### src/sv/mps_pkg.sv
package mps_pkg;

    // Frame limits and storage geometry.
    localparam int unsigned MAX_PIXELS_LOG2 = 24;
    localparam int unsigned BINS            = 256;
    localparam int unsigned BIN_AW          = 8;
    localparam int unsigned COUNT_W         = MAX_PIXELS_LOG2 + 1;
    localparam int unsigned SUM_W           = 32;
    localparam int unsigned SQ_W            = 40;
    localparam int unsigned CUBE_W          = 49;
    localparam logic [7:0]  MIN_RESET       = 8'd255;

    // Result status codes.
    localparam logic [1:0] STATUS_OK    = 2'd0;
    localparam logic [1:0] STATUS_EMPTY = 2'd1;
    localparam logic [1:0] STATUS_FLAT  = 2'd2;

    typedef struct packed {
        logic [7:0] pixel;
        logic       selected;
        logic       last;
    } sample_t;

    typedef struct packed {
        logic [24:0] pixel_count;
        logic [7:0]  min_value;
        logic [7:0]  max_value;
        logic [23:0] mean_q16;
        logic [29:0] variance_q16;
        logic [31:0] sum_total;
        logic [39:0] sum_of_squares;
        logic [24:0] positive_count;
        logic [24:0] zero_count;
        logic [7:0]  mode_value;
        logic signed [31:0] skewness_q16;
        logic [1:0]  status;
    } result_t;

    // End-of-frame calculation steps, run in this order.
    typedef enum logic [3:0] {
        STEP_N2,
        STEP_NS2,
        STEP_S1SQ,
        STEP_MEAN,
        STEP_VAR,
        STEP_T1,
        STEP_N3S1,
        STEP_T2,
        STEP_T3,
        STEP_U,
        STEP_SQRT,
        STEP_V
    } step_t;

    typedef enum logic [1:0] {
        OP_MUL,
        OP_DIV,
        OP_SQRT
    } arith_op_t;

    typedef enum logic [2:0] {
        ST_IDLE,
        ST_HIST,
        ST_SCAN,
        ST_START,
        ST_WAIT,
        ST_FORM
    } ctrl_state_t;

    typedef struct packed {
        logic  accept;
        logic  hist_wr;
        logic  scan_run;
        logic  arith_start;
        step_t step;
        logic  load_result;
        logic  clear;
    } dp_cmd_t;

    typedef struct packed {
        logic take;
        logic last;
        logic scan_end;
        logic arith_done;
        logic n_zero;
        logic d_zero;
        logic out_free;
    } dp_status_t;

endpackage

### src/sv/mps_ctrl.sv
module mps_ctrl (
    input  logic                 clk,
    input  logic                 rst_n,
    input  logic                 sample_valid,
    output logic                 sample_ready,
    input  mps_pkg::dp_status_t  status,
    output mps_pkg::dp_cmd_t     cmd
);

    mps_pkg::ctrl_state_t state_reg;
    mps_pkg::ctrl_state_t state_next;
    mps_pkg::step_t       step_reg;
    mps_pkg::step_t       step_next;
    logic                 last_reg;
    logic                 last_next;
    logic                 skip;

    // A step is skipped when its divisor is zero; the result is formed at once.
    assign skip = ((step_reg == mps_pkg::STEP_MEAN) && status.n_zero) ||
                  ((step_reg == mps_pkg::STEP_VAR) && status.d_zero);

    always_ff @(posedge clk or negedge rst_n)
    begin
        if (!rst_n)
        begin
            state_reg <= mps_pkg::ST_IDLE;
            step_reg  <= mps_pkg::STEP_N2;
            last_reg  <= 1'b0;
        end
        else
        begin
            state_reg <= state_next;
            step_reg  <= step_next;
            last_reg  <= last_next;
        end
    end

    // Next state.
    always_comb
    begin
        state_next = state_reg;
        step_next  = step_reg;
        last_next  = last_reg;
        case (state_reg)
            mps_pkg::ST_IDLE:
            begin
                if (sample_valid)
                begin
                    last_next = status.last;
                    if (status.take)
                    begin
                        state_next = mps_pkg::ST_HIST;
                    end
                    else if (status.last)
                    begin
                        state_next = mps_pkg::ST_SCAN;
                    end
                end
            end
            mps_pkg::ST_HIST:
            begin
                state_next = last_reg ? mps_pkg::ST_SCAN : mps_pkg::ST_IDLE;
            end
            mps_pkg::ST_SCAN:
            begin
                step_next = mps_pkg::STEP_N2;
                if (status.scan_end)
                begin
                    state_next = mps_pkg::ST_START;
                end
            end
            mps_pkg::ST_START:
            begin
                state_next = skip ? mps_pkg::ST_FORM : mps_pkg::ST_WAIT;
            end
            mps_pkg::ST_WAIT:
            begin
                if (status.arith_done)
                begin
                    if (step_reg == mps_pkg::STEP_V)
                    begin
                        state_next = mps_pkg::ST_FORM;
                    end
                    else
                    begin
                        step_next  = mps_pkg::step_t'(step_reg + 4'd1);
                        state_next = mps_pkg::ST_START;
                    end
                end
            end
            mps_pkg::ST_FORM:
            begin
                if (status.out_free)
                begin
                    state_next = mps_pkg::ST_IDLE;
                end
            end
            default:
            begin
                state_next = mps_pkg::ST_IDLE;
            end
        endcase
    end

    // Commands to the datapath.
    always_comb
    begin
        sample_ready    = (state_reg == mps_pkg::ST_IDLE);
        cmd.accept      = (state_reg == mps_pkg::ST_IDLE) && sample_valid && status.take;
        cmd.hist_wr     = (state_reg == mps_pkg::ST_HIST);
        cmd.scan_run    = (state_reg == mps_pkg::ST_SCAN);
        cmd.arith_start = (state_reg == mps_pkg::ST_START) && !skip;
        cmd.step        = step_reg;
        cmd.load_result = (state_reg == mps_pkg::ST_FORM) && status.out_free;
        cmd.clear       = (state_reg == mps_pkg::ST_FORM) && status.out_free;
    end

endmodule

### config.mk
export PLATFORM = sky130hd
export DESIGN_NAME = mps_ctrl
export DESIGN_NICKNAME = d
export VERILOG_FILES = /design/src/sv/mps_pkg.sv /design/src/sv/mps_ctrl.sv
export SDC_FILE = /design/constraint.sdc
export NUM_CORES = 1
export LEC_CHECK = 0
export ABC_CLOCK_PERIOD_IN_PS = 3500
export BUFFER_PORTS_ARGS = -buffer_cell sky130_fd_sc_hd__buf_2
export CORE_MARGIN = 4
export CORE_UTILIZATION = 25
export CTS_CLUSTER_DIAMETER = 80
export DETAILED_ROUTE_END_ITERATION = 7
export SLEW_MARGIN = 20
export SYNTH_ARGS = -nofsm -noshare
export SYNTH_HDL_FRONTEND = slang
export SYNTH_SLANG_ARGS = --single-unit
export TNS_END_PERCENT = 30
### constraint.sdc
create_clock -name clk -period 3.5 [get_ports clk]
set_input_delay 0.7 -clock clk [delete_from_list [all_inputs] [get_ports clk]]
set_output_delay 0.7 -clock clk [all_outputs]
set_load 0.03 [all_outputs]
==> results.yml, run 1 <==
floorplan:
  die_y_um: 55.04
  ios: 21
  die_w_um: 55.04
  num_rows: 16
  core-area_mm2: 0.002022
  start_util_pct: 27.35
  die-area_mm2: 0.003029
pwr:
  p_int_mw: 0.2836
  powerDensity_mw_per_mm2: 803.9
  swShare_pct: 48.55
  clkPwrFrac_pct: 12.9
  seqPwrFrac_pct: 33.4
  power_frac_comb_pct: 53.7
  p_sw_mw: 0.2676
  ir_drop_v: 0.0003583
  cellLeakagePower_nw: 0.3474
synthesis:
  ys_ff_latch: 8
  synth_top_cell_area_share_pct: 36.20
  synth.distinct_cells: 29
  synth_cells: 61
  synth_top_area_cell: "dfrtp_1"
  synthesis.area_um2: 553.0
  synthesis.nets: 73
  synth_area_leaders: "dfrtp_1, nand3_1, nand2_1"
  synth.avg_cell_area_um2: 9.066
  ys_seq_area_share_pct: 36.20
  yosys_warnings: 0
critical_path:
  critPathBufInv: 1
  endpoint_kind: "output pin"
  r2r_setup_slack_ns: 2.14
  cp_slowest_cell: "dfrtp_1"
  crit_type: "flip-flop to output pin"
  cp.arrival_ns: 1.53
  path_max_fanout: 6
  critical_path.startpoint_type: "flip-flop"
  crit_start: "step_reg[0]"
  crit_chain: "ha_1 > nand3b_1 > a21oi_1 > nor3_1 > buf_2"
  required_ns: 2.80
  worst_path_largest_cell_delay_ns: 0.43
  r2r_start: "state_reg[1]"
  critPathTopFamily: "flip-flops"
placement:
  dpl_worst_slack_ns: 1.420
  place_congestion: 0.8082
  portBuffers: 20
  hpwlAfterDp_um: 1026
final_layout:
  fin_nets: 95
  layout-drive-gt1-share_pct: 35.80
  largest_reg_flops: 4
  n_antenna_cell: 0
  final_common_cell: "buf_2"
  nFillCells: 219
  area_delta_synth_final_pct: 23.98
  final_cell_mix: "buf_2, dfrtp_1, nand2_1, nand3_1, inv_1"
  final_core_util_pct: 33.91
routing:
  wl_met3_um: 137
  drt_wl_total_um: 1279
  antenna_left: 0
  drc: 0
  post_drt_wl_per_cell_um: 11.84
  avgViaCountPerCell: 4.676
  wl_met2_um: 493
  num_vias: 505
  wl_met1_um: 630
  dr.pass1.iters: 4
  first_iter_violations: 8
  highest_layer: "met4"
grt:
  grt_max_degree: 13
  grt_usage_pct: 8.939
  grt_pass1_wl_um: 1918
  grt-ovfl-total: 0
  grt_pass1_vias: 449
  antenna_found_initial: 0
clocking:
  post_cts_buffers: 0
  insertion_delay_ns: 0.25
  clockBufferDepth: 2
  cts.htree.levels: 1
  root_buffer: "clkbuf_4"
  cts_buffers: 3
  ctsResizeCount: 0
  ctsHoldBuffers: 0
  clkTransAtPathRegs_ns: 0.06
  cts_tree: "yes"
  clock-sinks: 8
status:
  status: "finished clean"
sta:
  max_slew.worst_pin.slew_ns: 0.3635
  post-route-min-period_ns: 2.225
  setup_violations: 0
  setup_ws_ns: 1.275
  hold_viol: 0
  drv_slew: 0
  fin_crit_sh_pct: 63.57
  fin_skew_ns: 0.002603
  rsz0062_at_grt: "false"
  max_slew_margin_pct: 75.77
  max_freq_mhz: 449.4
  fin_hold_ws_ns: 0.2794
  finalSetupTns_ns: 0
worst_hold_path:
  hold_path.class: "primary input to asynchronous set/reset pin"
job:
  cap_violations: 0
[area by class of cell]
class / instances / area [um2] / area share [%]
multi-input cells: 45 / 310.3 / 45.26
well taps: 27 / 33.78 / 4.927
repair buffers: 20 / 100.1 / 14.60
inverters: 5 / 18.77 / 2.737
flip-flops and latches: 8 / 200.2 / 29.20
clock buffers: 3 / 22.52 / 3.285
[synthesized netlist by cell type]
cell       count
a21boi_2       1
a2bb2oi_2      1
xor2_1         1
nand4_1        1
a21oi_1        2
a311oi_1       1
nand2_1        7
dfrtp_1        8
buf_4          1
o21a_1         1
o31ai_1        1
o211ai_1       2
mux2_1         1
and4bb_2       1
nand3b_1       3
o21ai_0        1
ha_1           2
buf_2          1
nor2b_4        1
nor3_1         1
a32o_2         1
nor2_1         2
nand3_1        7
inv_1          5
o21ai_1        2
buf_6          1
nand2b_1       1
and3_1         3
nor3_2         1
[worst register-to-register path: stages (launching register included)]
cell      delay (ns)
dfrtp_1         0.50
and4bb_2        0.42
nand3_1         0.11
xor2_1          0.17
nor2_1          0.05
[path summary, 6_finish.rpt]
kind / end / depth (start not counted)
worst max-delay path: cmd[6] / 5
worst min-delay path: step_reg[2] / 1
worst max register to register: step_reg[2] / 4
worst min register to register: last_reg / 1
max in group asynchronous: state_reg[1] / 1
min in group clk: last_reg / 1
[power by group through the flow]
stage,clock (mW),combinational [mW],sequential [mW]
6_report,0.0710,0.296,0.184
3_5_place_dp,0,0.298,0.185
2_1_floorplan,0,0.245,0.174
4_1_cts,0.0721,0.299,0.183
3_3_place_gp,0,0.295,0.183
5_1_grt,0.0765,0.327,0.192
[cells by family (layout without fill, tap and decap cells)]
logic type               after synthesis  count (layout)  share of synthesized area (%)
flip-flops                             8               8                          36.20
XOR/XNOR                               1               1                          1.584
AND/OR/NAND/NOR                       28              28                          29.64
buffers and inverters                  8              28                          7.692
AO/OA/AOI/OAI                         13              13                          18.32
multiplexers                           1               1                          2.036
adder cells (fa/ha/maj)                2               2                          4.524
[per-layer routing]
metal  track usage [%]  vias up
li1                  -      263
met1             12.87      219
met2             12.80       20
met3             1.877        3
met4             3.644        0
met5                 0        -
[per-stage QoR]
stage               power (mW)  instances  instance area [um2]
CTS                     0.5543        108                685.7
detailed placement      0.4822        105                663.1
global placement        0.4772        105                663.1
global route            0.5954        108                685.7
floorplan               0.4189         61                553.0
finish                  0.5512        108                685.7
(Power assumes the default switching activity.)
==> inputs of run 2 (changes only) <==
--- a/config.mk
+++ b/config.mk
@@ -5,7 +5,7 @@
 export SDC_FILE = /design/constraint.sdc
 export NUM_CORES = 1
 export LEC_CHECK = 0
-export ABC_CLOCK_PERIOD_IN_PS = 3500
+export ABC_CLOCK_PERIOD_IN_PS = 2100
 export BUFFER_PORTS_ARGS = -buffer_cell sky130_fd_sc_hd__buf_2
 export CORE_MARGIN = 4
 export CORE_UTILIZATION = 25
==> constraint.sdc (replaced) <==
create_clock -name clk -period 2.1 [get_ports clk]
set_input_delay 0.42 -clock clk [delete_from_list [all_inputs] [get_ports clk]]
set_output_delay 0.42 -clock clk [all_outputs]
set_load 0.03 [all_outputs]
==> results.yml, run 2 (synthesis results as in run 1) <==
status:
  status: "finished with violations"
  failed_checks: "hold timing"
grt:
  grt_usage_pct: 9.497
  grt_pass1_vias: 477
  grt_pass1_wl_um: 2049
  grt-ovfl-total: 0
  antenna_found_initial: 0
  grt_max_degree: 13
final_layout:
  final_cell_mix: "buf_2, dfrtp_1, nand2_1, nand3_1, inv_1"
  n_antenna_cell: 0
  largest_reg_flops: 4
  layout-drive-gt1-share_pct: 37.04
  fin_nets: 95
  area_delta_synth_final_pct: 24.89
  final_common_cell: "buf_2"
critical_path:
  worst_path_largest_cell_delay_ns: 0.42
  crit_type: "flip-flop to output pin"
  critPathBufInv: 1
  critPathTopFamily: "flip-flops"
  cp.arrival_ns: 1.48
  path_max_fanout: 6
  cp_slowest_cell: "dfrtp_1"
  r2r_setup_slack_ns: 0.75
  endpoint_kind: "output pin"
  critical_path.startpoint_type: "flip-flop"
  crit_chain: "ha_1 > nand3b_1 > a21oi_1 > nor3_2 > buf_2"
  required_ns: 1.68
pwr:
  p_int_mw: 0.4743
  power_frac_comb_pct: 53.7
  cellLeakagePower_nw: 0.3506
  swShare_pct: 48.64
  seqPwrFrac_pct: 33.3
  powerDensity_mw_per_mm2: 1337
  ir_drop_v: 0.0005034
  p_sw_mw: 0.4491
  clkPwrFrac_pct: 12.9
routing:
  drt_wl_total_um: 1290
  first_iter_violations: 4
  drc: 0
  avgViaCountPerCell: 4.787
  post_drt_wl_per_cell_um: 11.94
  dr.pass1.iters: 4
  antenna_left: 0
  num_vias: 517
floorplan:
  start_util_pct: 27.35
  die_w_um: 55.04
  num_rows: 16
  die_y_um: 55.04
  die-area_mm2: 0.003029
  ios: 21
  core-area_mm2: 0.002022
clocking:
  ctsHoldBuffers: 0
  clockBufferDepth: 2
  clock-sinks: 8
  cts.htree.levels: 1
  cts_tree: "yes"
  insertion_delay_ns: 0.25
  root_buffer: "clkbuf_4"
  cts_buffers: 3
  post_cts_buffers: 0
  ctsResizeCount: 0
  clkTransAtPathRegs_ns: 0.06
sta:
  drv_slew: 0
  setup_violations: 0
  hold_viol: 4
  fin_hold_ws_ns: -0.001915
  fin_skew_ns: 0.002548
  max_freq_mhz: 527.2
  max_slew.worst_pin.slew_ns: 0.3753
  max_slew_margin_pct: 74.98
  finalSetupTns_ns: 0
  rsz0062_at_grt: "false"
  setup_ws_ns: 0.2031
  post-route-min-period_ns: 1.897
  fin_crit_sh_pct: 90.33
worst_hold_path:
  hold_path.class: "primary input to asynchronous set/reset pin"
placement:
  place_congestion: 0.8399
  dpl_worst_slack_ns: 0.4728
  hpwlAfterDp_um: 1040
  portBuffers: 20
job:
  cap_violations: 0
==> run 2: cell counts in the layout (fill, tap and decap cells not counted) <==
No cell type changed its count.
==> run 2: cell type report <==
type / count / area [um2]
inverters: 5 / 18.77
repair buffers: 20 / 100.1
multi-input cells: 45 / 315.3
well taps: 27 / 33.78
flip-flops and latches: 8 / 200.2
fillers: 211 / 1331
clock buffers: 3 / 22.52
==> run 2: power by group through the flow <==
stage | Clock (mW) | Combinational, mW | Sequential (mW)
after floorplan | 0 | 0.411 | 0.291
after global placement | 0 | 0.495 | 0.306
after detailed placement | 0 | 0.504 | 0.308
after CTS | 0.120 | 0.505 | 0.307
after global routing | 0.131 | 0.556 | 0.321
final | 0.119 | 0.496 | 0.308
==> run 2: through the flow <==
stage	area, um2	util (%)	cells	power [mW]
after floorplan	558.0	-	61	0.7015
after detailed placement	668.1	33.04	105	0.8117
after global placement	668.1	33.04	105	0.8008
final	690.7	34.16	108	0.9234
after CTS	690.7	34.16	108	0.9327
after global routing	690.7	34.16	108	1.009
==> run 2: layer usage <==
metal,up-vias,track usage (%),share of wire [%]
met4,0,3.644,1.2
met3,4,1.609,9.1
met5,-,0,0
met2,21,13.78,41
li1,261,-,-
met1,231,13.84,49
==> run 2: worst paths after layout <==
check | start | end | cells past startpoint
min | rst_n | step_reg[1] | 1
max | step_reg[0] | cmd[6] | 5
min in group clk | status[5] | last_reg | 2
max reg2reg | state_reg[1] | state_reg[2] | 4
min reg2reg | last_reg | last_reg | 1
max in group asynchronous | rst_n | last_reg | 1
